--- src/rtl/lkvc_pkg.sv ---
`timescale 1ns / 1ps
// ----------------------------------------------------------------------------
// lkvc_pkg
// shared types and constants for the keyed value cache
// ----------------------------------------------------------------------------
package lkvc_pkg;

    localparam int CAPACITY = 128;
    localparam int IDX_W    = $clog2(CAPACITY);
    localparam int AGE_W    = IDX_W;
    localparam int CNT_W    = IDX_W + 1;
    localparam int TAG_W    = 33;
    localparam int KEY_W    = 16;
    localparam int VAL_W    = 64;
    localparam int MODE_W   = 2;
    localparam int LIM_W    = 8;
    localparam int IN_W     = 104;
    localparam int OUT_W    = 80;

    localparam logic [MODE_W-1:0] MODE_PROBE = 2'd0;
    localparam logic [MODE_W-1:0] MODE_GET   = 2'd1;
    localparam logic [MODE_W-1:0] MODE_PUT   = 2'd2;

    typedef struct packed {
        logic             load;
        logic             scan_en;
        logic             decide;
        logic             upd_en;
        logic             finish;
        logic [IDX_W-1:0] addr;
    } t_cmd;

    typedef struct packed {
        logic out_busy;
    } t_sts;

endpackage

--- src/rtl/lkvc_ctrl.sv ---
`timescale 1ns / 1ps
// ----------------------------------------------------------------------------
// lkvc_ctrl
// sequencer: tag scan pass, decision, recency update pass, result
// ----------------------------------------------------------------------------
module lkvc_ctrl (
    input  logic           i_clk,
    input  logic           i_rst_n,
    input  logic           i_req_valid,
    output logic           o_req_ready,
    input  lkvc_pkg::t_sts i_sts,
    output lkvc_pkg::t_cmd o_cmd
);
    import lkvc_pkg::*;

    typedef enum logic [6:0] {
        S_IDLE   = 7'b0000001,
        S_SCAN   = 7'b0000010,
        S_SDRAIN = 7'b0000100,
        S_DECIDE = 7'b0001000,
        S_UPD    = 7'b0010000,
        S_UDRAIN = 7'b0100000,
        S_FIN    = 7'b1000000
    } t_state;

    t_state           r_state, n_state;
    logic [IDX_W-1:0] r_addr, n_addr;
    logic             w_last;

    assign w_last      = (r_addr == IDX_W'(CAPACITY - 1));
    assign o_req_ready = (r_state == S_IDLE);

    always_comb begin
        n_state = r_state;
        n_addr  = r_addr;
        o_cmd   = '0;
        o_cmd.addr = r_addr;
        unique case (r_state)
            S_IDLE: begin
                if (i_req_valid) begin
                    o_cmd.load = 1'b1;
                    n_addr     = '0;
                    n_state    = S_SCAN;
                end
            end
            S_SCAN: begin
                o_cmd.scan_en = 1'b1;
                n_addr        = r_addr + 1'b1;
                if (w_last) n_state = S_SDRAIN;
            end
            S_SDRAIN: n_state = S_DECIDE;
            S_DECIDE: begin
                o_cmd.decide = 1'b1;
                n_addr       = '0;
                n_state      = S_UPD;
            end
            S_UPD: begin
                o_cmd.upd_en = 1'b1;
                n_addr       = r_addr + 1'b1;
                if (w_last) n_state = S_UDRAIN;
            end
            S_UDRAIN: n_state = S_FIN;
            S_FIN: begin
                if (!i_sts.out_busy) begin
                    o_cmd.finish = 1'b1;
                    n_state      = S_IDLE;
                end
            end
            default: n_state = S_IDLE;
        endcase
    end

    always_ff @(posedge i_clk) begin
        if (!i_rst_n) begin
            r_state <= S_IDLE;
            r_addr  <= '0;
        end else begin
            r_state <= n_state;
            r_addr  <= n_addr;
        end
    end

endmodule

--- config.mk ---
export PLATFORM = sky130hd
export DESIGN_NAME = lkvc_ctrl
export DESIGN_NICKNAME = d
export VERILOG_FILES = /design/src/rtl/lkvc_pkg.sv /design/src/rtl/lkvc_ctrl.sv
export SDC_FILE = /design/constraint.sdc
export NUM_CORES = 1
export LEC_CHECK = 0
export BUFFER_PORTS_ARGS = -buffer_cell sky130_fd_sc_hd__buf_2
export CAP_MARGIN = 40
export CELL_PAD_IN_SITES_DETAIL_PLACEMENT = 0
export CELL_PAD_IN_SITES_GLOBAL_PLACEMENT = 2
export CORE_UTILIZATION = 33
export CTS_CLUSTER_DIAMETER = 150
export CTS_CLUSTER_SIZE = 30
export DETAILED_ROUTE_END_ITERATION = 8
export PLACE_DENSITY_LB_ADDON = 0.1
export SYNTH_ARGS = -nofsm -noshare
export SYNTH_HDL_FRONTEND = slang
export SYNTH_SLANG_ARGS = --single-unit
--- constraint.sdc ---
create_clock -name i_clk -period 4.7 [get_ports i_clk]
set_clock_uncertainty 0.2 [all_clocks]
set_input_delay 0.705 -clock i_clk [delete_from_list [all_inputs] [get_ports i_clk]]
set_output_delay 0.705 -clock i_clk [all_outputs]
set_load 0.02 [all_outputs]
; After elaboration in Yosys (flattened, before gate mapping)
; Cells that the tools add are included.
[classes]
n_addsub = 1
reduce_logical = 4
mux = 14
eq_ne = 12
[op_table]
columns = operator, count
row1 = $pmux 7 s7, 1
row2 = $mux 7, 5
row3 = $pmux 7 s3, 1
row4 = $eq 7x7->1 const B, 2
row5 = $ne 2x2->1 const B, 4
row6 = $add 7x1->7 const B, 1
row7 = $eq 7x1->1 const B, 1
row8 = $eq 7x2->1 const B, 1
row9 = $eq 7x3->1 const B, 1
row10 = $eq 7x4->1 const B, 1
row11 = $eq 7x5->1 const B, 1
row12 = $eq 7x6->1 const B, 1
row13 = $mux 1, 7
row14 = $reduce_and 4->1, 1
row15 = $reduce_bool 3->1, 1
row16 = $reduce_and 2->1, 1
row17 = $reduce_or 2->1, 1
[totals]
elab_cells = 33
register_bits = 14
input_bits = 4
out_inout_bits = 13

; Logic depth before layout (Yosys ltp)
; Gate-level depths: netlist of run 1.
[depth]
word_depth = 4
mapped_depth = 5
depth_no_buf = 5

; Worst setup path before layout of run 1
; OpenSTA, ideal clock, no wires.
[synth_timing]
path_kind = register to output
startpoint = register r_state[5]
endpoint = output o_cmd[8] (netlist bit)
path_buffers = 0
path_stages_with_launch = 3
arrival_ps = 1734
t_required_ps = 3795
path_slack_ps = 2061
path_cell_list = dfxtp_1 or4_4 nor4b_1
[synth_rtl]
columns = item, line
row1 = "start, declared", lkvc_ctrl.sv:26  ; t_state r_state, n_state;
row2 = "start signal, assigned", lkvc_ctrl.sv:78  ; r_state <= n_state;
row3 = "end, declared", lkvc_ctrl.sv:12  ; output lkvc_pkg::t_cmd o_cmd

==> impl_metrics.toml, run 1 <==
[hold_path]
hold_end = "r_addr[3]"
hold_class = "reg2reg"
worstHoldStart = "r_addr[3]"
hold_path_depth = 1

[clocking]
clock_sinks = 14
cts_hold_buf = 0
cts_tree = "yes"
clock-root-buffer = "clkbuf_4"
post-cts-setup-buffers = 0
htreeDepth = 1
ctsResizeCount = 0
clockBufferDepth = 2
clkTransAtPathRegs_ns = 0.09
cts_buffers = 3
clock_latency_ns = 0.28

[place]
io_buffers = 16
place_area_um2 = 860
pre_cts_ws_ns = 2.24
gp_congestion = 0.713
hpwlAfterDp_um = 1320

[detailed_routing]
drt_iter0_drc = 12
ant_nets = 0
first_pass_iters = 4
vias = 709
wire_per_inst_um = 13.8
via_per_inst = 5.45
routed_wl_um = 1800
drc = 0

[layout]
design_area_um2 = 896
diodes = 0
syn2layout_area_growth_pct = 17.4
drive_gt1_share_pct = 24.5
layout_commonest_cell = "buf_2"
nets = 108
fin_util_pct = 40.9
final_cell_mix = "buf_2 (16), dfxtp_1 (14), nand2_1 (11)"

[die]
io_pins = 17
coreArea_um2 = 2190
die-area_um2 = 2510
die_y_um = 50.1
dieWidth_um = 50.1
start_util_pct = 34.8
num_rows = 17

[logic_synthesis]
syn_area_um2 = 763
synth-seq-cells = 14
synth_cell_types = 40
syn_nets = 90
syn_area_per_cell_um2 = 8.98
synth-seq-area-share_pct = 36.7
netlist_instances = 85
yosys_warnings = 0

[global_route]
grt_max_degree = 20
antenna_found_initial = 0
grt_usage_pct = 16.9
grt-ovfl-total = 0
grt_pass1_wl_um = 3080
grt_pass1_vias = 669

[sta]
fin_crit_ns = 2.74
worst_slew_pin_slew_ns = 0.765
drv_slew = 0
finalHoldViolations = 0
setup_viol = 0
period_share_pct = 58.3
relSlewSlack_pct = 48.7
setup_slack_ns = 1.96
max_freq_ghz = 0.365
setup_tns_ns = 0
rsz0062_at_grt = "no"

[worst_setup_path]
regToRegStartpoint = "r_state[5]"
crit_type = "reg2out"
crit_fanout = 5
cp-end-kind = "output port"
ff2ff_setup_slack_ns = 2.26
worstPathRequired_ns = 3.80
worst-r2r-cell-count = 4
r2r-end = "r_addr[5]"
crit_arrival_ns = 1.84
start_kind = "flip-flop"

[power]
p_leak_nw = 0.360
finalPower_w = 0.000263
ir_worst_vdd_v = 0.000151
powerDensity_nw_per_um2 = 294

[status]
status = "finished, final reports clean"

[flow_run]
drv_cap = 0
[worst max path at each step]
stage / slack [ns] / endpoint / startpoint
after floorplan: 2.06 / o_cmd[8] / r_state[5]
after global placement: 2.26 / o_cmd[8] / r_state[5]
after detailed placement: 2.24 / r_addr[5] / r_state[5]
after CTS: 1.94 / o_cmd[10] / r_state[5]
after global routing: 1.83 / o_cmd[11] / r_state[1]
final: 1.96 / o_cmd[8] / r_state[5]
[per-stage QoR]
step                std cells  hold slack (ns)
floorplan                  85            0.283
global placement          126            0.288
detailed placement        126            0.288
CTS                       130            0.325
global route              130            0.364
finish                    130            0.325
[critical path, stage by stage, from the launching register on]
cell	delay (ns)
dfxtp_1	0.35
or4_4	0.58
nor4b_1	0.39
buf_2	0.24
[cell families (layout without fill, tap and decap cells)]
group / count (synthesis) / in the layout / synth area share (%)
AOI/OAI and AO/OA: 19 / 19 / 20.2
xor gates and xnor gates: 3 / 3 / 3.44
adders and majority gates: 1 / 1 / 1.64
buffers and inverters: 6 / 23 / 3.93
DFF: 14 / 14 / 36.7
muxes: 1 / 1 / 1.31
and+or+nand+nor: 41 / 41 / 32.8
[layout make-up]
| class | count | area (um^2) |
|---|---|---|
| fillers | 236 | 1290 |
| flip-flops and latches | 14 | 280 |
| repair buffers | 16 | 80.1 |
| multi-input cells | 65 | 453 |
| well taps | 28 | 35.0 |
| clock buffers | 4 | 36.3 |
| inverters | 3 | 11.3 |
[synthesized netlist by cell type]
library cell	instances	area, um^2
dfxtp_1	14	280
and2_1	2	12.5
nor2_1	4	15.0
a21oi_1	1	5.00
nand4_1	2	12.5
nor4b_1	2	17.5
and4b_1	2	20.0
ha_1	1	12.5
nor4_1	1	6.26
inv_1	3	11.3
o221ai_1	1	8.76
mux2i_1	1	10.0
nor3_2	1	10.0
or4b_1	1	10.0
buf_6	1	11.3
o21ai_0	6	30.0
nand3_1	5	25.0
nand2b_1	1	6.26
or3_1	1	6.26
a41oi_2	1	16.3
a22oi_1	1	7.51
nand2_1	11	41.3
nor4b_2	1	15.0
or4_4	1	11.3
o2111ai_1	1	8.76
o311ai_1	1	8.76
a32oi_1	1	8.76
clkbuf_1	2	7.51
a311oi_2	1	15.0
and3b_1	1	8.76
a31oi_1	1	6.26
xnor2_1	1	8.76
o2bb2ai_1	1	8.76
nor2b_1	1	6.26
nor3_1	1	5.00
xor2_1	2	17.5
nand4b_1	1	8.76
o21a_1	1	7.51
and3_1	2	12.5
o2111a_1	2	22.5
[flip-flops by register name (all words and copies together) (netlist names)]
register  flops
r_addr        7
r_state       7
[layer usage]
layer	routed length [um]	global-route usage (%)	share of wire, %	vias up
met2	866	26.7	48	14
met4	17	10.0	0.95	0
met3	75	2.78	4.2	2
met1	835	21.3	47	334
met5	0	0	0	-
li1	-	-	-	359
[report_power, final]
group | switching (W) | internal [W] | total, W | leakage, nW
Sequential | 0.00000468 | 0.000122 | 0.000126 | 0.113
Clock | 0.0000417 | 0.0000471 | 0.0000887 | 0.0210
Combinational | 0.0000303 | 0.0000175 | 0.0000478 | 0.226
(Power assumes the default switching activity.)
==> inputs of run 2 (changes only) <==
--- a/config.mk
+++ b/config.mk
@@ -9,7 +9,7 @@
 export CAP_MARGIN = 40
 export CELL_PAD_IN_SITES_DETAIL_PLACEMENT = 0
 export CELL_PAD_IN_SITES_GLOBAL_PLACEMENT = 2
-export CORE_UTILIZATION = 33
+export CORE_UTILIZATION = 27
 export CTS_CLUSTER_DIAMETER = 150
 export CTS_CLUSTER_SIZE = 30
 export DETAILED_ROUTE_END_ITERATION = 8
==> constraint.sdc (replaced) <==
create_clock -name i_clk -period 2.45 [get_ports i_clk]
set_clock_uncertainty 0.2 [all_clocks]
set_input_delay 0.3675 -clock i_clk [delete_from_list [all_inputs] [get_ports i_clk]]
set_output_delay 0.3675 -clock i_clk [all_outputs]
set_load 0.02 [all_outputs]
==> run 2 against run 1 <==
  * First-iteration DRC count is the same
  * Register-to-register slack worse by 1.9 ns
  * Die area rose by 21%
  * Via count up 0.85%
  * Flip-flop and latch count unchanged
  * Largest cell class unchanged
  * Largest power group unchanged
==> impl_metrics.toml, run 2 (synthesis results as in run 1) <==
[detailed_routing]
vias = 715
via_per_inst = 5.30
drt_iter0_drc = 12
first_pass_iters = 4
routed_wl_um = 1810
ant_nets = 0
wire_per_inst_um = 13.4
drc = 0

[status]
status = "finished, final reports clean"

[die]
die_y_um = 55.2
num_rows = 18
start_util_pct = 29.7
dieWidth_um = 55.2
die-area_um2 = 3040
io_pins = 17
coreArea_um2 = 2570

[layout]
drive_gt1_share_pct = 26.7
n_fill_cell = 288
fin_cells = 135
syn2layout_area_growth_pct = 20.7
biggestRegsByFlops = "r_addr: 7 flops, r_state: 7 flops"
diodes = 0
nets = 111
layout_commonest_cell = "buf_2"
final_cell_mix = "buf_2 (16), dfxtp_1 (14), nand2_1 (11)"

[global_route]
grt_max_degree = 20
grt_pass1_vias = 657
grt-ovfl-total = 0
grt_pass1_wl_um = 2950
antenna_found_initial = 0
grt_usage_pct = 14.3

[power]
clockPowerShare_pct = 33.0
powerDensity_nw_per_um2 = 553
p_seq_share_pct = 47.6
p_comb_share_pct = 19.3
ir_worst_vdd_v = 0.000187
p_switching_w = 0.000147
switching_share_pct = 28.9
p_leak_nw = 0.375
p_int_w = 0.000362

[clocking]
clock_sinks = 14
post-cts-setup-buffers = 0
cts_hold_buf = 0
cts_tree = "yes"
ctsResizeCount = 0
clockBufferDepth = 2
clock_latency_ns = 0.28
clkTransAtPathRegs_ns = 0.09
cts_buffers = 3
clock-root-buffer = "clkbuf_4"
htreeDepth = 1

[worst_setup_path]
cp_top_family = "simple AND/OR/NAND/NOR gates"
crit_path_cell_trace = "or4_4 > nor4b_1 > buf_2"
r2r-end = "r_addr[6]"
crit_arrival_ns = 1.86
crit_fanout = 5
path_buf_inv = 1
cp-end-kind = "output port"
crit_type = "reg2out"
cp_slowest_cell = "or4_4"
regToRegStartpoint = "r_state[5]"
ff2ff_setup_slack_ns = 0.37
worst-r2r-cell-count = 5
start_kind = "flip-flop"
critPathMaxStageDelay_ns = 0.58
worstPathRequired_ns = 1.88

[sta]
worst_slew_pin_slew_ns = 0.423
relSlewSlack_pct = 71.8
drv_slew = 0
setup_tns_ns = 0
fin_crit_ns = 2.42
period_share_pct = 98.9
setup_viol = 0
max_freq_ghz = 0.413
finalHoldViolations = 0
rsz0062_at_grt = "yes"

[hold_path]
hold_end = "r_state[0]"
worstHoldStart = "i_rst_n"
hold_class = "in2reg"
hold_path_depth = 2

[place]
place_inst = 131
hpwlAfterDp_um = 1380
gp_congestion = 0.717
io_buffers = 16

[flow_run]
drv_cap = 0
-- run 2: changes by cell type in the layout (fill, tap and decap cells not counted), sizes merged --
cell | before | now
buf | 16 | 19
-- run 2: cell type report --
| class | instances | area (um^2) | area share [%] |
|---|---|---|---|
| clock buffer | 4 | 36.3 | 3.94 |
| multi-input combinational | 65 | 453 | 49.2 |
| tap | 30 | 37.5 | 4.08 |
| inverter | 3 | 11.3 | 1.22 |
| timing repair buffer | 19 | 103 | 11.1 |
| sequential | 14 | 280 | 30.4 |
-- run 2: worst max path at each step --
stage	depth (start not counted)	end	slack (ns)	startpoint
2_1_floorplan	2	o_cmd[8]	0.15	r_state[5]
5_1_grt	3	o_cmd[10]	-0.08	r_state[5]
6_report	3	o_cmd[8]	0.03	r_state[5]
3_3_place_gp	3	o_cmd[8]	0.40	r_state[5]
3_5_place_dp	3	o_cmd[8]	0.35	r_state[5]
4_1_cts	3	o_cmd[8]	0.03	r_state[5]
-- run 2: per-stage QoR --
step                      hold slack, ns  cell area, um^2  power, W  util [%]  worst slack (ns)
after floorplan                    0.283              763  0.000315         -             0.149
after global placement             0.288              885  0.000350      34.5             0.401
after detailed placement           0.292              885  0.000348      34.5             0.349
after CTS                          0.237              921  0.000518      35.9            0.0256
after global routing               0.263              921  0.000537      35.9           -0.0832
final                              0.241              921  0.000509      35.9            0.0260
-- run 2: power by group through the flow --
| stage | sequential, W | clock [W] | combinational (W) |
|---|---|---|---|
| 4_1_cts | 0.000243 | 0.000176 | 0.000100 |
| 5_1_grt | 0.000244 | 0.000184 | 0.000108 |
| 3_5_place_dp | 0.000248 | 0 | 0.0000995 |
| 2_1_floorplan | 0.000247 | 0 | 0.0000685 |
| 3_3_place_gp | 0.000248 | 0 | 0.000102 |
| 6_report | 0.000243 | 0.000168 | 0.0000984 |
-- run 2: worst reg2reg max path: cells and delay by family, from the launching register on --
family,cells,cell delay (ns)
flops,1,0.35
buf+inv,1,0.19
compound gates,2,0.37
simple gates,2,0.88
-- run 2: routing by layer --
| metal | share of wire [%] | track usage, % | up-vias |
|---|---|---|---|
| li1 | - | - | 365 |
| met1 | 47 | 17.6 | 337 |
| met2 | 48 | 23.7 | 11 |
| met3 | 3.8 | 2.46 | 2 |
| met4 | 0.88 | 7.50 | 0 |
| met5 | 0 | 0 | - |
